### src/rtl/rfb_pkg.sv
`timescale 1ns / 1ps
// Shared widths, types and saturation helper for the rest-frame boost block.
package rfb_pkg;
  localparam int MAX_PARTICLES = 8;
  localparam int IDX_W = $clog2(MAX_PARTICLES);
  localparam int CNT_W = $clog2(MAX_PARTICLES + 1);
  localparam int DATA_W = 32;
  localparam int VEC_W = 4 * DATA_W;
  localparam int TOT_W = DATA_W + IDX_W;
  localparam int EAM_W = TOT_W + 1;
  localparam int MA_W = TOT_W + DATA_W + 3;
  localparam int MB_W = TOT_W + 2;
  localparam int P_W = MA_W + MB_W + 1;
  localparam int ACC_W = 2 * TOT_W + 2;
  localparam int RT_W = ACC_W / 2;
  localparam int QUO_W = P_W + 1;
  localparam int SUM_W = P_W + 2;

  typedef logic signed [DATA_W-1:0] data_t;
  typedef logic signed [TOT_W-1:0] tot_t;

  function automatic data_t sat32(input logic signed [SUM_W-1:0] v);
    logic signed [SUM_W-1:0] hi;
    logic signed [SUM_W-1:0] lo;
    data_t res;
    hi = {{(SUM_W-DATA_W+1){1'b0}}, {(DATA_W-1){1'b1}}};
    lo = {{(SUM_W-DATA_W+1){1'b1}}, {(DATA_W-1){1'b0}}};
    if (v > hi) begin
      res = {1'b0, {(DATA_W-1){1'b1}}};
    end else if (v < lo) begin
      res = {1'b1, {(DATA_W-1){1'b0}}};
    end else begin
      res = v[DATA_W-1:0];
    end
    return res;
  endfunction
endpackage

### src/rtl/rfb_mul.sv
`timescale 1ns / 1ps
// Serial shift-add signed multiplier, one multiplier bit per cycle.
module rfb_mul (
  input  logic                              clk,
  input  logic                              rst_n,
  input  logic                              start,
  input  logic signed [rfb_pkg::MA_W-1:0]   a,
  input  logic signed [rfb_pkg::MB_W-1:0]   b,
  output logic                              done,
  output logic signed [rfb_pkg::P_W-1:0]    prod
);
  import rfb_pkg::*;
  localparam int MAG_W = P_W - 1;
  localparam int CW = $clog2(MB_W + 1);

  logic [MA_W-1:0] a_mag;
  logic [MB_W-1:0] b_mag;
  logic [MAG_W-1:0] am_r, am_nxt, acc_r, acc_nxt;
  logic [MB_W-1:0] bm_r, bm_nxt;
  logic [CW-1:0] cnt_r, cnt_nxt;
  logic busy_r, busy_nxt, neg_r, neg_nxt, done_r, done_nxt;
  logic signed [P_W-1:0] prod_r, prod_nxt;

  assign a_mag = a[MA_W-1] ? (~a + 1'b1) : a;
  assign b_mag = b[MB_W-1] ? (~b + 1'b1) : b;

  always_comb begin
    am_nxt = am_r;
    bm_nxt = bm_r;
    acc_nxt = acc_r;
    cnt_nxt = cnt_r;
    busy_nxt = busy_r;
    neg_nxt = neg_r;
    prod_nxt = prod_r;
    done_nxt = 1'b0;
    if (start) begin
      am_nxt = MAG_W'(a_mag);
      bm_nxt = b_mag;
      acc_nxt = '0;
      neg_nxt = a[MA_W-1] ^ b[MB_W-1];
      cnt_nxt = CW'(MB_W);
      busy_nxt = 1'b1;
    end else if (busy_r) begin
      if (cnt_r == '0) begin
        prod_nxt = neg_r ? (P_W'(0) - {1'b0, acc_r}) : {1'b0, acc_r};
        done_nxt = 1'b1;
        busy_nxt = 1'b0;
      end else begin
        if (bm_r[0]) begin
          acc_nxt = acc_r + am_r;
        end
        am_nxt = am_r << 1;
        bm_nxt = bm_r >> 1;
        cnt_nxt = cnt_r - 1'b1;
      end
    end
  end

  always_ff @(posedge clk) begin
    if (!rst_n) begin
      busy_r <= 1'b0;
      done_r <= 1'b0;
      cnt_r <= '0;
    end else begin
      busy_r <= busy_nxt;
      done_r <= done_nxt;
      cnt_r <= cnt_nxt;
    end
    am_r <= am_nxt;
    bm_r <= bm_nxt;
    acc_r <= acc_nxt;
    neg_r <= neg_nxt;
    prod_r <= prod_nxt;
  end

  assign done = done_r;
  assign prod = prod_r;
endmodule

### config.mk
export PLATFORM = sky130hd
export DESIGN_NAME = rfb_mul
export DESIGN_NICKNAME = d
export VERILOG_FILES = /design/src/rtl/rfb_pkg.sv /design/src/rtl/rfb_mul.sv
export SDC_FILE = /design/constraint.sdc
export NUM_CORES = 1
export LEC_CHECK = 0
export BUFFER_PORTS_ARGS = -buffer_cell sky130_fd_sc_hd__buf_4
export CAP_MARGIN = 20
export CELL_PAD_IN_SITES_DETAIL_PLACEMENT = 1
export CELL_PAD_IN_SITES_GLOBAL_PLACEMENT = 2
export CORE_UTILIZATION = 37
export DETAILED_ROUTE_END_ITERATION = 7
export PLACE_DENSITY_LB_ADDON = 0.1
export RECOVER_POWER = 100
export SLEW_MARGIN = 20
export SYNTH_ARGS = -nofsm -noshare
export SYNTH_HDL_FRONTEND = slang
export SYNTH_SLANG_ARGS = --single-unit
### constraint.sdc
create_clock -name clk -period 14.1 [get_ports clk]
set_clock_uncertainty 0.2 [all_clocks]
set_input_delay 3.525 -clock clk [delete_from_list [all_inputs] [get_ports clk]]
set_output_delay 3.525 -clock clk [all_outputs]
set_load 0.005 [all_outputs]
==> metrics <==
gr ovfl total 0; Cell Area, Synth 23800 um2; CP peak stage delay 3310 ps; failing checks capacitance limit, slew limit; asr flop ratio synth 0; EDFF count, synth around 220; largest net degree at the start of global routing 181; worst-path fanout max 95; CP Data Arrival Time 9450 ps; fraction of layout cells with a size suffix above 1 0.105; Nets 3107; WL per Instance 20.8 um; clk buf depth 3; post-cts resize count 0; Synth area leader edfxtp_1; cts bufs inserted 44; Pwr Total around 3300 uW; unrepaired setup endpoints after global routing false; CTS sink count 368; fin crit share 0.671; top-count cell post-synth nand2_1; Pwr Density 120 nW/um2; Synth Instances about 2800; core area 63300 um2; CP Capture Type register; Pleak 0.0103 uW; # port buffers around 220; Net Count, Synth ~3000; status finished with violations; number of max-cap violations 6; htree depth 2; vias per cell 5.57; Detailed Route Iter0 Violations 1131; die area 65300 um2; GR Util All Layers 0.234; R2R cell count 11; number of diodes 0; synth warn 0; # IOs between 200 and 250; Hold Crit Depth 2; FMAX 106 MHz; worst hold endpoint am_r[103]$_SDFFE_PP0P_; vias in the first global route 21400; Starting Density 0.375; share of the synthesized area in the top cell type 0.273; Antenna Violating Nets Remaining 0; P&R area growth vs syn 15.3%; Rows 92; Routed Wire Length 78.5 mm; TNS Setup 0 ps; routed via count 21000; Yosys cell types 72; GP Congestion ~0.90; Critical-path top delay cell clkbuf_1; Die Wd 255 um; worst reg2reg startpoint acc_r[39]$_SDFFE_PP0P_; buffer count from post-CTS setup fixing 0; synthesis-stage register bit count around 370; setup violators final 0; Worst Path Required 14080 ps; Hold Buf Count CTS 0; Slew @ Worst Pin 4830 ps; Post-DP HPWL between 50 and 60 mm; synth top area cells edfxtp_1, dfxtp_1, a21oi_1, xnor2_1, nand2_1; DRT Pass-1 Iters 5; synth cell count leaders nand2_1, a21oi_1, edfxtp_1, nor2_1, xnor2_1; reg2reg setup slack 8530 ps; Clock transition at path regs 60 ps; Worst R2R End prod[100]$_DFFE_PP_; final hold vios 0; Hold WC Path Type reg2reg; critical path, cell by cell clkbuf_1, inv_1, nand2_1, buf_4; DRC viols 0; min Tclk post-route 9470 ps; mean area per synthesized cell 8.63 um2; worst skew pair latency 580 ps; DIE HEIGHT 255 um; Root Driver clkbuf_16; Max-slew headroom -2.22; register area share after synthesis 0.401; initial antenna violation count 0; Synth Flop Type edfxtp_1; VDD IR max 75.9 uV; CTS tree yes; WS Path Type in2reg; first-pass GRT wire length 122 mm; CP Launch Type input port; Max Slew Vio Count 284; hold path startpoint am_r[102]$_SDFFE_PP0P_
-- final cells by class --
cell class              count  area, um2
fillers                  7463      35900
multi-input cells        2170      13400
flip-flops and latches    368       9530
repair buffers            238       1700
clock buffers              60       1190
well taps                 846       1060
clock inverters            19        278
inverters                  63        236
-- cells in the final DEF, fill, tap and decap left out, types with 14 or more instances in the layout --
master,n
nor2_1,213
a211oi_1,18
nor4_1,17
clkbuf_1,41
edfxtp_1,216
a21oi_1,383
clkbuf_16,45
nand4_1,55
buf_4,121
a21o_1,45
ha_1,111
o21bai_1,36
o41ai_1,39
xor2_1,126
or4_1,40
nand3_1,30
nor2b_1,19
or3_1,33
nand2_1,396
nor3_1,32
o31ai_1,70
inv_1,63
o21a_1,14
or2_2,14
o21ai_0,147
xnor2_1,179
nand2b_1,18
dfxtp_1,152
clkbuf_4,89
-- critical path: cells and delay by family --
kind / cells / cell delay, ps
buf+inv: 3 / 4520
simple gates: 1 / 1250
-- worst max-delay path by stage --
stage,from,endpoint,cells past startpoint
finish,start,bm_r[4]$_DFFE_PP_,4
global route,start,bm_r[4]$_DFFE_PP_,4
CTS,a[20],am_r[66]$_DFFE_PP_,13
detailed placement,a[20],am_r[66]$_DFFE_PP_,13
global placement,a[20],am_r[66]$_DFFE_PP_,13
floorplan,start,prod[0]$_DFFE_PP_,3
-- cell families after synthesis --
| group | share of synthesized area |
|---|---|
| compound gates | 0.211 |
| fa+ha+maj | 0.0593 |
| flops | 0.401 |
| buf+inv | 0.0343 |
| mux | 0.00311 |
| xor+xnor | 0.112 |
| simple gates | 0.179 |
-- sequential cells by signal, indices dropped and copies added (netlist names) --
| name | count |
|---|---|
| bm_r | 37 |
| prod | 108 |
| am_r | 107 |
| neg_r | 1 |
| done | 1 |
| busy_r | 1 |
| acc_r | 107 |
| cnt_r | 6 |
-- routing by layer --
metal | part of all wire | vias up | GRT usage
met5 | 0 | - | 0
met4 | 0.021 | 0 | 0.0585
met3 | 0.030 | 79 | 0.0263
met2 | 0.47 | 304 | 0.393
met1 | 0.48 | 10400 | 0.319
li1 | - | 10200 | -
-- metrics by stage --
stage	setup slack (ps)	hold WS (ps)	instance area [um2]	utilization	instances
2_1_floorplan	1350	249	23800	-	2755
3_3_place_gp	6260	260	26100	0.412	3685
3_5_place_dp	6230	272	26100	0.412	3685
4_1_cts	6850	279	27600	0.435	3764
5_1_grt	3940	301	27400	0.433	3764
6_report	4630	271	27400	0.433	3764
-- where the power goes --
part	leakage, uW	switching (uW)	total, uW	internal [uW]
Clock	0.000716	477	1200	720
Sequential	0.00327	67.6	1310	1240
Combinational	0.00632	495	790	295
No activity file was read; power rests on OpenSTA's default activity.
