$ cat config.mk
export PLATFORM = sky130hd
export DESIGN_NAME = rfb_div
export DESIGN_NICKNAME = d
export VERILOG_FILES = /design/src/rtl/rfb_pkg.sv /design/src/rtl/rfb_div.sv
export SDC_FILE = /design/constraint.sdc
export NUM_CORES = 1
export LEC_CHECK = 0
export ABC_AREA = 1
export BUFFER_PORTS_ARGS = -buffer_cell sky130_fd_sc_hd__buf_4
export CAP_MARGIN = 25
export CORE_ASPECT_RATIO = 0.9
export CORE_MARGIN = 3
export CORE_UTILIZATION = 54
export DETAILED_ROUTE_END_ITERATION = 8
export PLACE_DENSITY = 0.82
export SLEW_MARGIN = 20
export SYNTH_ARGS = -nofsm -noshare
export SYNTH_HDL_FRONTEND = slang
export SYNTH_SLANG_ARGS = --single-unit
$ cat constraint.sdc
create_clock -name clk -period 11.4 [get_ports clk]
set_input_delay 0.57 -clock clk [delete_from_list [all_inputs] [get_ports clk]]
set_output_delay 0.57 -clock clk [all_outputs]
set_load 0.1 [all_outputs]
$ cat src/rtl/rfb_pkg.sv
`timescale 1ns / 1ps
// Shared widths, types and saturation helper for the rest-frame boost block.
package rfb_pkg;
  localparam int MAX_PARTICLES = 8;
  localparam int IDX_W = $clog2(MAX_PARTICLES);
  localparam int CNT_W = $clog2(MAX_PARTICLES + 1);
  localparam int DATA_W = 32;
  localparam int VEC_W = 4 * DATA_W;
  localparam int TOT_W = DATA_W + IDX_W;
  localparam int EAM_W = TOT_W + 1;
  localparam int MA_W = TOT_W + DATA_W + 3;
  localparam int MB_W = TOT_W + 2;
  localparam int P_W = MA_W + MB_W + 1;
  localparam int ACC_W = 2 * TOT_W + 2;
  localparam int RT_W = ACC_W / 2;
  localparam int QUO_W = P_W + 1;
  localparam int SUM_W = P_W + 2;

  typedef logic signed [DATA_W-1:0] data_t;
  typedef logic signed [TOT_W-1:0] tot_t;

  function automatic data_t sat32(input logic signed [SUM_W-1:0] v);
    logic signed [SUM_W-1:0] hi;
    logic signed [SUM_W-1:0] lo;
    data_t res;
    hi = {{(SUM_W-DATA_W+1){1'b0}}, {(DATA_W-1){1'b1}}};
    lo = {{(SUM_W-DATA_W+1){1'b1}}, {(DATA_W-1){1'b0}}};
    if (v > hi) begin
      res = {1'b0, {(DATA_W-1){1'b1}}};
    end else if (v < lo) begin
      res = {1'b1, {(DATA_W-1){1'b0}}};
    end else begin
      res = v[DATA_W-1:0];
    end
    return res;
  endfunction
endpackage

$ cat src/rtl/rfb_div.sv
`timescale 1ns / 1ps
// Restoring signed divider, one quotient bit per cycle, rounds half away from zero.
module rfb_div (
  input  logic                              clk,
  input  logic                              rst_n,
  input  logic                              start,
  input  logic signed [rfb_pkg::P_W-1:0]    num,
  input  logic [rfb_pkg::ACC_W-1:0]         den,
  output logic                              done,
  output logic signed [rfb_pkg::QUO_W-1:0]  quo
);
  import rfb_pkg::*;
  localparam int CW = $clog2(P_W + 1);

  logic [P_W-1:0] n_mag;
  logic [P_W-1:0] nm_r, nm_nxt, q_r, q_nxt;
  logic [ACC_W-1:0] rem_r, rem_nxt, den_r, den_nxt;
  logic [ACC_W:0] rem_sh;
  logic ge, rnd;
  logic [QUO_W-1:0] qm;
  logic [CW-1:0] cnt_r, cnt_nxt;
  logic busy_r, busy_nxt, neg_r, neg_nxt, done_r, done_nxt;
  logic signed [QUO_W-1:0] quo_r, quo_nxt;

  assign n_mag = num[P_W-1] ? (~num + 1'b1) : num;
  assign rem_sh = {rem_r, nm_r[P_W-1]};
  assign ge = rem_sh >= {1'b0, den_r};
  assign rnd = {rem_r, 1'b0} >= {1'b0, den_r};
  assign qm = {1'b0, q_r} + QUO_W'(rnd);

  always_comb begin
    nm_nxt = nm_r;
    q_nxt = q_r;
    rem_nxt = rem_r;
    den_nxt = den_r;
    cnt_nxt = cnt_r;
    busy_nxt = busy_r;
    neg_nxt = neg_r;
    quo_nxt = quo_r;
    done_nxt = 1'b0;
    if (start) begin
      nm_nxt = n_mag;
      q_nxt = '0;
      rem_nxt = '0;
      den_nxt = den;
      neg_nxt = num[P_W-1];
      cnt_nxt = CW'(P_W);
      busy_nxt = 1'b1;
    end else if (busy_r) begin
      if (cnt_r == '0) begin
        quo_nxt = neg_r ? (QUO_W'(0) - qm) : qm;
        done_nxt = 1'b1;
        busy_nxt = 1'b0;
      end else begin
        rem_nxt = ge ? ACC_W'(rem_sh - {1'b0, den_r}) : rem_sh[ACC_W-1:0];
        q_nxt = {q_r[P_W-2:0], ge};
        nm_nxt = nm_r << 1;
        cnt_nxt = cnt_r - 1'b1;
      end
    end
  end

  always_ff @(posedge clk) begin
    if (!rst_n) begin
      busy_r <= 1'b0;
      done_r <= 1'b0;
      cnt_r <= '0;
    end else begin
      busy_r <= busy_nxt;
      done_r <= done_nxt;
      cnt_r <= cnt_nxt;
    end
    nm_r <= nm_nxt;
    q_r <= q_nxt;
    rem_r <= rem_nxt;
    den_r <= den_nxt;
    neg_r <= neg_nxt;
    quo_r <= quo_nxt;
  end

  assign done = done_r;
  assign quo = quo_r;
endmodule

==> summary.md <==
| Metric | Value |
|---|---|
| Outcome | `completed` |
| Setup crit start kind | `flip-flop` |
| I/O Pins | `about 290` |
| Kind of end point of the critical path | `flip-flop` |
| Post-Syn Area | `around 35000 um^2` |
| CP Max Fanout | `11` |
| CTS H-tree lvls | `2` |
| Max-cap violations | `0` |
| Seq/Total Area, Yosys | `0.360` |
| Final period utilization | `0.535` |
| Synth cell types | `50` |
| Post-Place Cells | `about 6400` |
| Commonest non-fill, non-tap cell in the layout | `nand2_1` |
| Die Area | `67300 um^2` |
| Vias in the first global route | `around 34000` |
| RSZ-0062 raised after global routing | `false` |
| Fmax | `164 MHz` |
| Area occupied by multi-input gates | `between 15000 and 20000 um^2` |
| PortBufs | `roughly 290` |
| Via density | `approximately 5.8` |
| Critical path's slowest cell | `nor2_2` |
| Finished Layout Cells | `roughly 6500` |
| Crit path time final | `just over 6 ns` |
| # setup viols final | `0` |
| Crit-path most repeated cell | `nand2_1` |
| DR WL/cell | `roughly 21 um` |
| EDFF count, synth | `a little under 300` |
| GPL Wtd Cong | `between 1 and 1.5` |
| Final #Nets | `just under 6000` |
| FFs w/ async S/R, synth | `0` |
| Most used DFF post-synth | `edfxtp_1` |
| Iter 0 DRT Violations | `about 5000` |
| Mean Syn Cell Area | `6.54 um^2` |
| Final Max Slew Viols | `0` |
| CP arrival | `~6.5 ns` |
| Chip Height | `around 250 um` |
| Post-synthesis register bit count | `between 400 and 500` |
| Core area | `approximately 63000 um^2` |
| Leakage | `about 0.018 uW` |
| Worst min-delay path class | `input pin to flip-flop` |
| Crit path largest cell delay | `about 0.54 ns` |
| Clk Tree Root Cell | `clkbuf_16` |
| Fin. Hold Viols | `0` |
| Syn. warnings | `0` |
| Remaining Overflow, GRT | `0` |
| # DRC | `0` |
| Area occupied by registers | `around 12000 um^2` |
| Clk buf depth | `3` |
| Clock Latency Late Sink | `about 0.63 ns` |
| Area grow syn2layout | `13.6%` |
| Total track usage | `0.392` |
| Dpl cell area | `between 30000 and 40000 um^2` |
| Clock transition at the registers of the reported paths | `0.06 ns` |
| Fill count | `around 6000` |
| Worst-margin pin slew | `~1.1 ns` |
| CTS tree | `yes` |
| CTS resizes | `0` |
| Max IR drop VDD | `approximately 140 uV` |
| Commonest cells after routing, fill and taps aside | `nand2_1 (1603), nor2_1 (900), inv_1 (733)` |
| Post-CTS Setup Bufs | `0` |
| Die width | `273 um` |
| DRT antenna net count | `0` |
| Vias | `~37000` |
| Hold bufs inserted after CTS | `0` |
| Share of cells above drive strength 1 | `0.0835` |
| Drt pass-1 iters | `6` |
| Initial Util | `0.549` |
| Final TNS setup | `0 ns` |
| Initial antenna violation count | `6` |
| Global-route wire length before repair | `~200 mm` |
| Hold slack | `0.121 ns` |
| Relative slew slack | `0.256` |
| TritonCTS buffer count | `52` |
| Synth Instances | `~5300` |
| Finished Cell Area | `roughly 39000 um^2` |
| Pwr dens | `108 nW/um^2` |
| Required time worst endpoint | `around 12 ns` |
| Row Count | `87` |
| DPL Wire Length | `between 100 and 150 mm` |
| Final Util | `0.624` |
| Pin count of the biggest net entering global routing | `approximately 100` |
| Crit Path Class | `flip-flop to flip-flop` |
| Syn_nets | `between 5000 and 6000` |
| Clock sink count | `approximately 480` |
| WL final | `136 mm` |
| Clk_skew | `about 0.020 ns` |
[final cells by class]
cell class              instances  share of cell area
clock inverters                36             0.00861
flip-flops and latches        479               0.317
repair buffers                308              0.0588
well taps                     845              0.0268
multi-input cells            3973               0.482
clock buffers                  62              0.0348
inverters                     747              0.0714
diodes                          2            0.000127
[layer usage]
metal  part of all wire  routed length (um)  GRT usage  vias to the layer above
met5            0.00048                  66          0                        -
met4              0.029                3930      0.107                        8
met3               0.15               20100      0.138                      265
met2               0.39               53700      0.548                     2206
met1               0.43               58500      0.568                    17200
li1                   -                   -          -                    17600
[where the power goes]
part	total, uW	internal, uW	switching [uW]
Combinational	564	171	393
Clock	1750	993	757
Sequential	1960	1940	24.8
[sequential cells by signal, summed over array words and instances (netlist names)]
register  count
neg_r         1
done          1
quo         109
q_r         108
busy_r        1
rem_r        72
cnt_r         7
den_r        72
nm_r        108
[critical path: cells and delay by family, from the launching register on]
kind,cells,cell delay (ns)
adders and majority gates,3,1.01
AOI/OAI and AO/OA,1,0.23
DFF,1,0.35
and+or+nand+nor,23,4.18
buffers and inverters,2,0.10
[kinds of logic after synthesis]
family,Yosys count,synth area share
xor gates and xnor gates,213,0.0542
DFF,479,0.360
and+or+nand+nor,3019,0.356
adders and majority gates,79,0.0287
buffers and inverters,851,0.0923
AOI/OAI and AO/OA,662,0.109
[per-stage QoR]
step	setup slack, ns	power (uW)
after detailed placement	5.49	2550
final	5.30	4270
after global placement	5.58	2530
after global routing	4.83	4410
after CTS	5.44	4270
after floorplan	2.15	2350
[Yosys cell counts (all sizes together), types with 18 or more instances]
cell | count | share of area
a21oi | 156 | 0.023
a31oi | 78 | 0.014
buf | 20 | 0.0024
clkbuf | 84 | 0.0091
dfxtp | 189 | 0.11
edfxtp | 290 | 0.25
ha | 78 | 0.028
inv | 747 | 0.081
nand2 | 1614 | 0.18
nand3 | 288 | 0.042
nand3b | 18 | 0.0039
nand4 | 65 | 0.012
nor2 | 936 | 0.11
nor3 | 44 | 0.0063
nor4 | 33 | 0.0060
o21ai | 244 | 0.036
o22ai | 107 | 0.019
xnor2 | 42 | 0.011
xor2 | 171 | 0.044
[worst paths after layout]
check             from        end  cells after the start  slack, ns
max reg2reg  den_r[60]   quo[102]                     29       5.30
min reg2reg   cnt_r[0]   cnt_r[0]                      1       0.50
max          den_r[60]   quo[102]                     29       5.30
min            den[26]  den_r[26]                      1       0.12
Power figures use the tool's default switching activity.
