==> config.mk <==
export PLATFORM = sky130hd
export DESIGN_NAME = rfb_sqrt
export DESIGN_NICKNAME = d
export VERILOG_FILES = /design/src/rtl/rfb_pkg.sv /design/src/rtl/rfb_sqrt.sv
export SDC_FILE = /design/constraint.sdc
export NUM_CORES = 1
export LEC_CHECK = 0
export BUFFER_PORTS_ARGS = -buffer_cell sky130_fd_sc_hd__buf_2
export CAP_MARGIN = 20
export CORE_ASPECT_RATIO = 0.8
export CORE_MARGIN = 2
export CORE_UTILIZATION = 45
export DETAILED_ROUTE_END_ITERATION = 10
export GPL_ROUTABILITY_DRIVEN = 0
export GPL_TIMING_DRIVEN = 0
export PLACE_DENSITY = 0.72
export SYNTH_ARGS = -nofsm -noshare
export SYNTH_HDL_FRONTEND = slang
export SYNTH_SLANG_ARGS = --single-unit
==> constraint.sdc <==
create_clock -name clk -period 6.13 [get_ports clk]
set_input_delay 0.613 -clock clk [delete_from_list [all_inputs] [get_ports clk]]
set_output_delay 0.613 -clock clk [all_outputs]
set_load 0.01 [all_outputs]
==> src/rtl/rfb_pkg.sv <==
`timescale 1ns / 1ps
// Shared widths, types and saturation helper for the rest-frame boost block.
package rfb_pkg;
  localparam int MAX_PARTICLES = 8;
  localparam int IDX_W = $clog2(MAX_PARTICLES);
  localparam int CNT_W = $clog2(MAX_PARTICLES + 1);
  localparam int DATA_W = 32;
  localparam int VEC_W = 4 * DATA_W;
  localparam int TOT_W = DATA_W + IDX_W;
  localparam int EAM_W = TOT_W + 1;
  localparam int MA_W = TOT_W + DATA_W + 3;
  localparam int MB_W = TOT_W + 2;
  localparam int P_W = MA_W + MB_W + 1;
  localparam int ACC_W = 2 * TOT_W + 2;
  localparam int RT_W = ACC_W / 2;
  localparam int QUO_W = P_W + 1;
  localparam int SUM_W = P_W + 2;

  typedef logic signed [DATA_W-1:0] data_t;
  typedef logic signed [TOT_W-1:0] tot_t;

  function automatic data_t sat32(input logic signed [SUM_W-1:0] v);
    logic signed [SUM_W-1:0] hi;
    logic signed [SUM_W-1:0] lo;
    data_t res;
    hi = {{(SUM_W-DATA_W+1){1'b0}}, {(DATA_W-1){1'b1}}};
    lo = {{(SUM_W-DATA_W+1){1'b1}}, {(DATA_W-1){1'b0}}};
    if (v > hi) begin
      res = {1'b0, {(DATA_W-1){1'b1}}};
    end else if (v < lo) begin
      res = {1'b1, {(DATA_W-1){1'b0}}};
    end else begin
      res = v[DATA_W-1:0];
    end
    return res;
  endfunction
endpackage

==> src/rtl/rfb_sqrt.sv <==
`timescale 1ns / 1ps
// Digit-by-digit integer square root, one root bit per cycle.
module rfb_sqrt (
  input  logic                      clk,
  input  logic                      rst_n,
  input  logic                      start,
  input  logic [rfb_pkg::ACC_W-1:0] v,
  output logic                      done,
  output logic [rfb_pkg::RT_W-1:0]  root
);
  import rfb_pkg::*;
  localparam int CW = $clog2(RT_W + 1);

  logic [ACC_W-1:0] v_r, v_nxt;
  logic [RT_W+1:0] rem_r, rem_nxt;
  logic [RT_W+3:0] rem_sh, trial;
  logic [RT_W-1:0] root_r, root_nxt;
  logic ge;
  logic [CW-1:0] cnt_r, cnt_nxt;
  logic busy_r, busy_nxt, done_r, done_nxt;

  assign rem_sh = {rem_r, v_r[ACC_W-1:ACC_W-2]};
  assign trial = {2'b00, root_r, 2'b01};
  assign ge = rem_sh >= trial;

  always_comb begin
    v_nxt = v_r;
    rem_nxt = rem_r;
    root_nxt = root_r;
    cnt_nxt = cnt_r;
    busy_nxt = busy_r;
    done_nxt = 1'b0;
    if (start) begin
      v_nxt = v;
      rem_nxt = '0;
      root_nxt = '0;
      cnt_nxt = CW'(RT_W);
      busy_nxt = 1'b1;
    end else if (busy_r) begin
      if (cnt_r == '0) begin
        done_nxt = 1'b1;
        busy_nxt = 1'b0;
      end else begin
        rem_nxt = ge ? (RT_W+2)'(rem_sh - trial) : rem_sh[RT_W+1:0];
        root_nxt = {root_r[RT_W-2:0], ge};
        v_nxt = v_r << 2;
        cnt_nxt = cnt_r - 1'b1;
      end
    end
  end

  always_ff @(posedge clk) begin
    if (!rst_n) begin
      busy_r <= 1'b0;
      done_r <= 1'b0;
      cnt_r <= '0;
    end else begin
      busy_r <= busy_nxt;
      done_r <= done_nxt;
      cnt_r <= cnt_nxt;
    end
    v_r <= v_nxt;
    rem_r <= rem_nxt;
    root_r <= root_nxt;
  end

  assign done = done_r;
  assign root = root_r;
endmodule

==> run_results.csv, run 1 <==
group,metric,value,unit
run_status,outcome,"finished clean",
power_and_ir_drop,power_density,462,nW/um^2
cts,path_clk_slew,0.07,ns
global_route,gr-total-overflow,0,
synth,async_flop_share,0,
floorplanning,die_y,126,um
cells_and_area,seq_area,3800,um^2
placement,dp_cells,1223,
detailed_routing,drt_iter0_markers,704,
setup_path,cp_max_fo,10,
setup_path,crit_required,6.41,ns
placement,dp_hpwl,14600,um
setup_path,cp_slowest_cell,"a211oi_2",
sta,maxSlewViolCount,0,
detailed_routing,dr.pass1.iters,5,
sta,fmaxAchievable,297,MHz
floorplanning,io_pins,112,
cts,cts_tree,"built",
global_route,grt_max_degree,73,
cts,clk_latency,0.44,ns
cts,cts_root_buf,"clkbuf_16",
setup_path,critPathKind,"reg2reg",
detailed_routing,ant_nets,0,
placement,port_buffers,110,
cells_and_area,fin_nets,1103,
floorplanning,die_w,157,um
setup_path,reg2regPathDepth,12,
global_route,grt_usage,0.207,
sta,final.period_utilization,0.549,
setup_path,reg2reg_to,"rem_r[8]$_SDFFE_PP0P_",
detailed_routing,wl_met3,1680,um
setup_path,path_cells,"inv_1, ha_1, nor2b_1, o21bai_1, a211oi_1, a211oi_2, o2111ai_2, a21oi_4, buf_4, nor2_1, a211oi_1, nor3_1",
cts,cts-resized-gates,0,
detailed_routing,wl_met2,8740,um
synth,yosysTopAreaCellShare,0.257,
global_route,antenna_found_initial,0,
setup_path,cp_top_family,"compound AO/OA/AOI/OAI gates",
cells_and_area,drive_gt1_frac,0.243,
sta,tns,0,ns
sta,finalCriticalPeriod,3.37,ns
synth,yosysWarnings,0,
placement,place_area,9280,um^2
setup_path,reg2reg_from,"root[0]$_SDFFE_PP0P_",
worst_hold_path,min-delay-start,"rst_n",
placement,pre_cts_slack,2.83,ns
global_route,grt_pass1_vias,6283,
cts,cts_made_buffers,17,
floorplanning,dieArea,19800,um^2
global_route,grt_pass1_wl,32200,um
setup_path,critPathMaxStageDelay,0.53,ns
floorplanning,start_util,0.462,
cells_and_area,syn_to_final_growth,17.4,%
cts,holdBufCountCts,0,
synth,synth-edff-count,72,
setup_path,r2r_slack,2.76,ns
worst_hold_path,whs_path_depth,2,
detailed_routing,wire_per_inst,16.2,um
synth,synth_ff_type,"dfxtp_1",
synth,synth_seq_cells,154,
setup_path,worstSetupStartpoint,"root[0]$_SDFFE_PP0P_",
setup_path,crit_buf_inv,2,
worst_hold_path,holdPathEnd,"cnt_r[5]$_SDFFE_PN0P_",
setup_path,critPathArrivalTime,3.65,ns
sta,max_slew_margin,0.417,
sta,setup_viol,0,
detailed_routing,wl_met1,9800,um
synth,ys_seq_area_frac,0.452,
detailed_routing,drc,0,
cells_and_area,fin_area,9880,um^2
synth,synth_top_area_cell,"edfxtp_1",
sta,fin_skew,0.0134,ns
synth,avgSynthCellArea,9.78,um^2
sta,setup_ws,2.76,ns
worst_hold_path,hp-class,"in2reg",
cts,cts_setup_buffers,0,
setup_path,crit_path_end_kind,"flop",
synth,synth.area.top_cells,"edfxtp_1 (26%), dfxtp_1 (20%), mux2_2 (9.4%), ha_1 (5.8%), nand2_1 (4.3%)",
synth,syn_nets,974,
cells_and_area,n_antenna_cell,0,
synth,yosys.cell_types.count,68,
job,max_cap_viol_count,0,
floorplanning,rows,44,
cts,htree_levels,4,
cells_and_area,multi_input_area,4190,um^2
detailed_routing,routed.top_layer,"met4",
cts,cts_max_path_buffers,2,
sta,worst_slew_pin_slew,0.875,ns
cts,clock-sinks,154,
sta,hold_viol_final,0,
synth,synthCells,860,
setup_path,worstSetupStartpointType,"flop",
setup_path,cpMostUsedCell,"a211oi_1",
synth,syn_area,8410,um^2
detailed_routing,vias_per_cell,5.44,
cells_and_area,num-fill-cells,1666,
detailed_routing,drt-total-wl,20400,um
detailed_routing,vias,6829,
power_and_ir_drop,p_leak,3.89,nW
power_and_ir_drop,vdd_ir_drop_max,328,uV
cells_and_area,stdcell_count,1255,
sta,rsz0062_at_grt,"no",
floorplanning,core_area,18200,um^2
==> sequential cells by signal (all words and copies together), names as in the netlist <==
name	count
v_r	72
rem_r	38
root	36
cnt_r	6
busy_r	1
done	1
==> routing by layer <==
metal,track usage,vias up
li1,-,3351
met3,0.0571,17
met4,0.0421,0
met5,0,-
met2,0.304,249
met1,0.306,3212
==> synth_stat cells (4+ instances only) <==
master    instances
nand2_1          97
dfxtp_1          82
a21oi_1          72
edfxtp_1         72
mux2_2           70
nor2_1           62
inv_1            48
ha_1             39
clkbuf_1         36
nor3_1           32
a211oi_1         29
o21ai_0          29
xnor2_1          26
a21o_1           11
mux2i_1          10
nand3_1          10
xor2_1           10
nor2b_1           9
nand4_1           8
nand2b_1          7
and3_1            6
a31oi_1           5
buf_1             5
buf_6             5
o21ai_1           5
a22oi_1           4
a32oi_1           4
o21a_1            4
o21bai_1          4
==> cells by family after synthesis <==
family	count (synthesis)	share of synthesized area
xor gates and xnor gates	36	0.0375
and+or+nand+nor	252	0.137
AOI/OAI and AO/OA	200	0.160
muxes	80	0.106
adders and majority gates	39	0.0580
buffers and inverters	99	0.0500
DFF	154	0.452
==> placed cells by master (no fill, tap or decap), types with 4 or more instances in the layout <==
| master | Yosys | routed |
|---|---|---|
| nor3_1 | 32 | 32 |
| buf_1 | 5 | 5 |
| ha_1 | 39 | 39 |
| inv_8 | 0 | 7 |
| edfxtp_1 | 72 | 72 |
| o21ai_0 | 29 | 29 |
| a21oi_1 | 72 | 72 |
| dfxtp_1 | 82 | 82 |
| clkbuf_1 | 36 | 36 |
| and3_1 | 6 | 6 |
| buf_6 | 5 | 5 |
| a211oi_1 | 29 | 29 |
| xor2_1 | 10 | 10 |
| nand2b_1 | 7 | 7 |
| o21a_1 | 4 | 4 |
| clkbuf_16 | 0 | 17 |
| nand4_1 | 8 | 8 |
| buf_2 | 3 | 113 |
| mux2i_1 | 10 | 10 |
| nor2_1 | 62 | 62 |
| nand3_1 | 10 | 10 |
| o21bai_1 | 4 | 4 |
| nor2b_1 | 9 | 9 |
| a21o_1 | 11 | 11 |
| a32oi_1 | 4 | 4 |
| inv_1 | 48 | 47 |
| a31oi_1 | 5 | 5 |
| mux2_2 | 70 | 70 |
| xnor2_1 | 26 | 26 |
| nand2_1 | 97 | 97 |
| o21ai_1 | 5 | 5 |
| a22oi_1 | 4 | 4 |
==> per-stage QoR <==
step                 util  power, mW  hold slack, ns
floorplan               -       2.97           0.425
global placement    0.509       3.46           0.438
detailed placement  0.509       3.48           0.443
CTS                 0.542       4.54           0.428
global route        0.542       4.83           0.448
finish              0.542       4.56           0.441
==> how the worst max path moves through the flow <==
| stage | endpoint | slack, ns | depth (start not counted) |
|---|---|---|---|
| CTS | rem_r[34]$_SDFFE_PP0P_ | 2.80 | 11 |
| global route | rem_r[34]$_SDFFE_PP0P_ | 2.45 | 11 |
| global placement | v_r[22]$_DFFE_PP_ | 2.28 | 4 |
| finish | rem_r[8]$_SDFFE_PP0P_ | 2.76 | 12 |
| floorplan | v_r[0]$_SDFFCE_PN0P_ | 3.21 | 4 |
| detailed placement | rem_r[34]$_SDFFE_PP0P_ | 2.83 | 11 |
==> power by group <==
part           switching (mW)  internal (mW)
clock                   0.499          0.550
sequential             0.0741           1.21
combinational            1.31          0.923
==> layout make-up <==
class | count | area share
tap | 253 | 0.0321
timing repair buffer | 110 | 0.0557
multi-input combinational | 607 | 0.424
clock inverter | 15 | 0.0170
inverter | 48 | 0.0185
sequential | 154 | 0.385
buffer | 51 | 0.0243
clock buffer | 17 | 0.0431
(Power assumes the default switching activity.)
==> run 2, diff against run 1 <==
--- a/config.mk
+++ b/config.mk
@@ -5,6 +5,7 @@
 export SDC_FILE = /design/constraint.sdc
 export NUM_CORES = 1
 export LEC_CHECK = 0
+export ABC_AREA = 1
 export BUFFER_PORTS_ARGS = -buffer_cell sky130_fd_sc_hd__buf_2
 export CAP_MARGIN = 20
 export CORE_ASPECT_RATIO = 0.8
@@ -13,7 +14,7 @@
 export DETAILED_ROUTE_END_ITERATION = 10
 export GPL_ROUTABILITY_DRIVEN = 0
 export GPL_TIMING_DRIVEN = 0
-export PLACE_DENSITY = 0.72
+export PLACE_DENSITY = 0.71
 export SYNTH_ARGS = -nofsm -noshare
 export SYNTH_HDL_FRONTEND = slang
 export SYNTH_SLANG_ARGS = --single-unit
==> constraint.sdc (replaced) <==
create_clock -name clk -period 3.2 [get_ports clk]
set_input_delay 0.32 -clock clk [delete_from_list [all_inputs] [get_ports clk]]
set_output_delay 0.32 -clock clk [all_outputs]
set_load 0.01 [all_outputs]
==> run 2 against run 1 <==
Total power increased by 110%. Global-route usage increased by 2.9 points. Die area increased by 11%. Combinational power increased by 140%. Critical path type unchanged. Largest cell class unchanged. Largest power group unchanged. Highest routed layer unchanged.
==> run_results.csv, run 2 <==
group,metric,value,unit
sta,fin_skew,0.0149,ns
synth,yosysTopAreaCellShare,0.231,
power_and_ir_drop,pwr-share-seq,0.241,
setup_path,reg2reg_from,"cnt_r[0]$_SDFFE_PP0P_",
synth,yosysWarnings,0,
synth,yosysMostFrequentCell,"nand2_1",
power_and_ir_drop,p_sw,4.62,mW
global_route,grt_usage,0.236,
cells_and_area,n_antenna_cell,0,
run_status,outcome,"finished clean",
synth,syn_area,9340,um^2
cells_and_area,fin_nets,1614,
cts,clk_latency,0.44,ns
power_and_ir_drop,vdd_ir_drop_max,461,uV
detailed_routing,drt-total-wl,24900,um
setup_path,cp_max_fo,10,
placement,port_buffers,111,
cells_and_area,final_common_cell,"nand2_1",
floorplanning,core_area,20500,um^2
detailed_routing,drt_iter0_markers,821,
sta,finalCriticalPeriod,2.62,ns
floorplanning,io_pins,112,
synth,synth_top_area_cell,"edfxtp_1",
setup_path,path_cells,"inv_1, ha_1, inv_1, nor3_1, nand3_1, nand2_1, nor2_1, clkbuf_1, buf_2, nand3_1, o21ai_1",
sta,worst_slew_pin_slew,0.769,ns
cells_and_area,syn_to_final_growth,16.5,%
sta,fmaxAchievable,381,MHz
power_and_ir_drop,combPwrFrac,0.550,
setup_path,reg2regPathDepth,11,
setup_path,cp_slowest_cell,"clkbuf_1",
synth,synth_commonest_cells,"nand2_1 (568), inv_1 (222), nand3_1 (107)",
synth,yosys.cell_types.count,33,
detailed_routing,drc,0,
detailed_routing,ant_nets,0,
synth,synth_ff_type,"dfxtp_1",
setup_path,cp_top_family,"buffers and inverters",
global_route,grt_max_degree,66,
placement,pre_cts_slack,0.618,ns
synth,async_flop_share,0,
cts,cts-resized-gates,0,
setup_path,crit_path_end_kind,"flop",
sta,max_slew_margin,0.487,
cells_and_area,final_cell_mix,"nand2_1 (568), inv_1 (222), buf_2 (115)",
setup_path,critPathMaxStageDelay,0.61,ns
cts,holdBufCountCts,0,
worst_hold_path,hp-class,"in2reg",
synth,ys_seq_area_frac,0.407,
global_route,gr-total-overflow,0,
global_route,grt_pass1_vias,8312,
detailed_routing,vias,8864,
setup_path,reg2reg_to,"rem_r[16]$_SDFFE_PP0P_",
setup_path,critPathKind,"reg2reg",
sta,maxSlewViolCount,0,
job,max_cap_viol_count,0,
worst_hold_path,holdPathEnd,"cnt_r[5]$_SDFFE_PN0P_",
cts,cts_root_buf,"clkbuf_16",
global_route,antenna_found_initial,0,
synth,syn_nets,1483,
synth,synth.area.top_cells,"edfxtp_1 (23%), nand2_1 (23%), dfxtp_1 (18%), inv_1 (8.9%), nand3_1 (5.7%)",
placement,place_area,10300,um^2
setup_path,worstSetupStartpointType,"flop",
power_and_ir_drop,power_density,902,nW/um^2
floorplanning,die_w,165,um
power_and_ir_drop,p_leak,5.71,nW
cts,cts_tree,"built",
cts,clock-sinks,154,
cells_and_area,fin_area,10900,um^2
sta,setup_viol,0,
detailed_routing,dr.pass1.iters,6,
placement,dp_hpwl,18900,um
setup_path,crit_required,3.57,ns
sta,hold_viol_final,0,
floorplanning,rows,47,
cts,path_clk_slew,0.07,ns
sta,final.period_utilization,0.820,
cts,cts_max_path_buffers,2,
sta,rsz0062_at_grt,"no",
synth,synth-edff-count,72,
floorplanning,dieArea,21900,um^2
cells_and_area,largest-register,"v_r",
cells_and_area,num-fill-cells,2000,
setup_path,critPathArrivalTime,2.99,ns
floorplanning,die_y,133,um
cells_and_area,largest_register_ffs,72,
cells_and_area,drive_gt1_frac,0.122,
synth,synth_seq_cells,154,
floorplanning,start_util,0.455,
cts,cts_setup_buffers,0,
synth,synthCells,1369,
detailed_routing,vias_per_cell,4.97,
worst_hold_path,min-delay-start,"rst_n",
cts,cts_made_buffers,17,
global_route,grt_pass1_wl,40300,um
power_and_ir_drop,p_int,5.19,mW
detailed_routing,wire_per_inst,14.0,um
setup_path,r2r_slack,0.58,ns
power_and_ir_drop,swShare,0.471,
power_and_ir_drop,p_total,9.81,mW
power_and_ir_drop,pwr-share-clk,0.209,
cells_and_area,final_util,0.530,
synth,avgSynthCellArea,6.82,um^2
setup_path,crit_buf_inv,4,
sta,setup_ws,0.578,ns
sta,fin_hold_ws,0.108,ns
worst_hold_path,whs_path_depth,3,
cts,htree_levels,4,
## run 2: cell types whose count changed after synthesis, moves of 28 or more
cell / before / now
nand2_1: 97 / 568
inv_1: 48 / 222
nand3_1: 10 / 107
mux2_2: 70 / 0
a21oi_1: 72 / 27
o22ai_1: 0 / 35
a211oi_1: 29 / 1
## run 2: layout make-up
class,count,area (um^2),area share
Tap cell,269,337,0.0309
Clock inverter,15,189,0.0174
Sequential cell,154,3800,0.350
Inverter,227,852,0.0783
Buffer,41,234,0.0215
Multi-Input combinational cell,947,4460,0.410
Timing Repair Buffer,112,583,0.0536
Clock buffer,17,425,0.0391
## run 2: worst max-delay path by stage
stage,from,to,slack [ns],cells past startpoint
after floorplan,cnt_r[0]$_SDFFE_PP0P_,v_r[0]$_SDFFCE_PN0P_,0.59,10
after detailed placement,cnt_r[0]$_SDFFE_PP0P_,v_r[38]$_DFFE_PP_,0.62,11
after global placement,cnt_r[0]$_SDFFE_PP0P_,v_r[0]$_SDFFCE_PN0P_,-0.25,10
after global routing,cnt_r[0]$_SDFFE_PP0P_,v_r[46]$_DFFE_PP_,0.41,11
after CTS,cnt_r[0]$_SDFFE_PP0P_,v_r[46]$_DFFE_PP_,0.60,11
final,cnt_r[0]$_SDFFE_PP0P_,rem_r[16]$_SDFFE_PP0P_,0.58,11
## run 2: power groups by stage
stage / sequential (mW) / combinational, mW / clock, mW
3_3_place_gp: 2.40 / 5.14 / 0
6_report: 2.36 / 5.39 / 2.05
4_1_cts: 2.36 / 5.26 / 2.09
3_5_place_dp: 2.40 / 5.20 / 0
5_1_grt: 2.38 / 5.97 / 2.18
2_1_floorplan: 2.39 / 3.92 / 0
## run 2: through the flow
stage | TNS (ns) | instances
2_1_floorplan | 0 | 1369
3_3_place_gp | -18.65 | 1749
3_5_place_dp | 0 | 1750
4_1_cts | 0 | 1782
5_1_grt | 0 | 1782
6_report | 0 | 1782
## run 2: cells by family (layout without fill, tap and decap cells)
kind of cell	Yosys count	in the layout	share of synthesized area
compound gates	96	96	0.0571
xor+xnor	20	20	0.0187
fa+ha+maj	39	39	0.0522
buf+inv	268	412	0.116
flops	154	154	0.407
simple gates	792	792	0.349
## run 2: worst register-to-register path, delay by kind of cell, from the launching register on
kind,cells,cell delay [ns]
and+or+nand+nor,5,0.72
DFF,1,0.33
buffers and inverters,4,1.19
AOI/OAI and AO/OA,1,0.13
adders and majority gates,1,0.21
## run 2: routing by layer
metal | part of all wire | track usage
met5 | 0 | 0
met1 | 0.47 | 0.338
met2 | 0.41 | 0.343
met3 | 0.099 | 0.0624
met4 | 0.021 | 0.0797
==> run 3, diff against run 2 <==
==> constraint.sdc (replaced) <==
create_clock -name clk -period 2.7 [get_ports clk]
set_input_delay 0.27 -clock clk [delete_from_list [all_inputs] [get_ports clk]]
set_output_delay 0.27 -clock clk [all_outputs]
set_load 0.01 [all_outputs]
==> run 3 against run 2 <==
Count of clock-buffer cells in the layout unchanged. Clock power up 19%. Clock skew up 0.0015 ns. Sequential power up 19%. Core utilization about the same. Wire length up 0.14%. Maximum frequency up 4.9%. Largest power group unchanged. Highest routed layer unchanged.
==> run_results.csv, run 3 (synthesis results as in run 2) <==
group,metric,value,unit
run_status,outcome,"finished clean",
power_and_ir_drop,p_leak,5.71,nW
floorplanning,rows,47,
detailed_routing,dr.pass1.iters,5,
cells_and_area,stdcell_count,1782,
global_route,antenna_found_initial,0,
floorplanning,die_w,165,um
cts,htree_levels,4,
detailed_routing,drt-total-wl,24900,um
cells_and_area,final_common_cell,"nand2_1",
placement,port_buffers,111,
cells_and_area,largest-register,"v_r",
sta,final.period_utilization,0.926,
sta,fin_hold_ws,0.0571,ns
global_route,grt_pass1_wl,40300,um
sta,setup_viol,0,
job,max_cap_viol_count,0,
global_route,grt_max_degree,66,
cells_and_area,drive_gt1_frac,0.123,
cells_and_area,n_antenna_cell,0,
cells_and_area,fin_nets,1614,
cells_and_area,largest_register_ffs,72,
setup_path,crit_path_end_kind,"flop",
placement,dp_cells,1750,
sta,rsz0062_at_grt,"no",
setup_path,critPathArrivalTime,2.82,ns
detailed_routing,vias_per_cell,4.99,
cells_and_area,syn_to_final_growth,16.5,%
worst_hold_path,min-delay-start,"rst_n",
cts,clock-sinks,154,
setup_path,crit_required,3.02,ns
cts,cts-resized-gates,0,
floorplanning,die_y,133,um
placement,dp_hpwl,18900,um
cts,cts_made_buffers,17,
setup_path,reg2reg_from,"root[3]$_SDFFE_PP0P_",
setup_path,worstSetupStartpointType,"flop",
detailed_routing,vias,8886,
sta,tns,0,ns
floorplanning,start_util,0.455,
sta,finalCriticalPeriod,2.50,ns
cts,cts_tree,"built",
cells_and_area,final_cell_mix,"nand2_1 (568), inv_1 (222), buf_2 (115)",
cts,holdBufCountCts,0,
cts,path_clk_slew,0.07,ns
floorplanning,core_area,20500,um^2
sta,maxSlewViolCount,0,
sta,worst_slew_pin_slew,0.632,ns
sta,fmaxAchievable,400,MHz
detailed_routing,drc,0,
setup_path,reg2reg_to,"rem_r[16]$_SDFFE_PP0P_",
floorplanning,io_pins,112,
detailed_routing,ant_nets,0,
setup_path,reg2regPathDepth,14,
worst_hold_path,whs_path_depth,3,
worst_hold_path,hp-class,"in2reg",
cells_and_area,num-fill-cells,1999,
detailed_routing,drt_iter0_markers,801,
worst_hold_path,holdPathEnd,"cnt_r[5]$_SDFFE_PN0P_",
sta,hold_viol_final,0,
cts,cts_max_path_buffers,2,
global_route,grt_usage,0.236,
power_and_ir_drop,vdd_ir_drop_max,541,uV
global_route,grt_pass1_vias,8312,
cts,clk_latency,0.44,ns
floorplanning,dieArea,21900,um^2
cts,cts_setup_buffers,0,
global_route,gr-total-overflow,0,
power_and_ir_drop,power_density,1070,nW/um^2
setup_path,r2r_slack,0.20,ns
cts,cts_root_buf,"clkbuf_16",
setup_path,cp_max_fo,10,
sta,max_slew_margin,0.578,
sta,fin_skew,0.0164,ns
setup_path,critPathKind,"reg2reg",
power_and_ir_drop,p_total,11.6,mW
detailed_routing,wire_per_inst,14.0,um
[run 3: changes by cell type in the layout (fill, tap and decap cells not counted)]
cell	delta
clkbuf_1	-1
nor2_4	+1
nor2_2	-1
clkbuf_2	+1
[run 3: metal layers]
layer,GRT usage,up-vias,share of wire
li1,-,4542,-
met3,0.0624,42,0.093
met4,0.0797,0,0.023
met2,0.343,352,0.41
met1,0.338,3950,0.48
met5,0,-,0
[run 3: worst max path at each step]
stage / cells past startpoint / endpoint / from / slack, ns
finish: 14 / rem_r[16]$_SDFFE_PP0P_ / root[3]$_SDFFE_PP0P_ / 0.20
floorplan: 10 / v_r[0]$_SDFFCE_PN0P_ / cnt_r[0]$_SDFFE_PP0P_ / 0.09
CTS: 11 / v_r[46]$_DFFE_PP_ / cnt_r[0]$_SDFFE_PP0P_ / 0.1
detailed placement: 11 / v_r[38]$_DFFE_PP_ / cnt_r[0]$_SDFFE_PP0P_ / 0.12
global placement: 10 / v_r[0]$_SDFFCE_PN0P_ / cnt_r[0]$_SDFFE_PP0P_ / -0.75
global route: 14 / rem_r[31]$_SDFFE_PP0P_ / root[6]$_SDFFE_PP0P_ / 0.03
[run 3: worst max-delay path: stages, from the launching register on]
cell and delay [ns]:
dfxtp_1 0.33, inv_1 0.07, ha_1 0.36, nand2_1 0.08, nand2_1 0.12, a21oi_1 0.19
nand2_2 0.13, nand2_1 0.09, nand3_2 0.14, nand2_1 0.13, buf_6 0.19, buf_6 0.19
nand3_1 0.09, nand3_1 0.18, o21ai_1 0.09
[run 3: per-stage QoR]
step,setup slack [ns],util,instance area [um^2]
after CTS,0.0973,0.530,10900
after floorplan,0.0867,-,9340
after detailed placement,0.118,0.500,10300
after global routing,0.0348,0.530,10900
after global placement,-0.750,0.499,10200
final,0.199,0.530,10900
[run 3: area by class of cell]
type	instances	area, um^2	area share
buffer	41	235	0.0216
timing repair buffer	112	583	0.0536
inverter	227	852	0.0783
multi-input combinational	947	4460	0.410
tap	269	337	0.0309
sequential	154	3800	0.349
clock buffer	17	425	0.0391
clock inverter	15	189	0.0174
[run 3: power by group]
group | total, mW | switching, mW | internal, mW
Sequential | 2.80 | 0.0975 | 2.70
Combinational | 6.39 | 4.20 | 2.19
Clock | 2.44 | 1.18 | 1.26
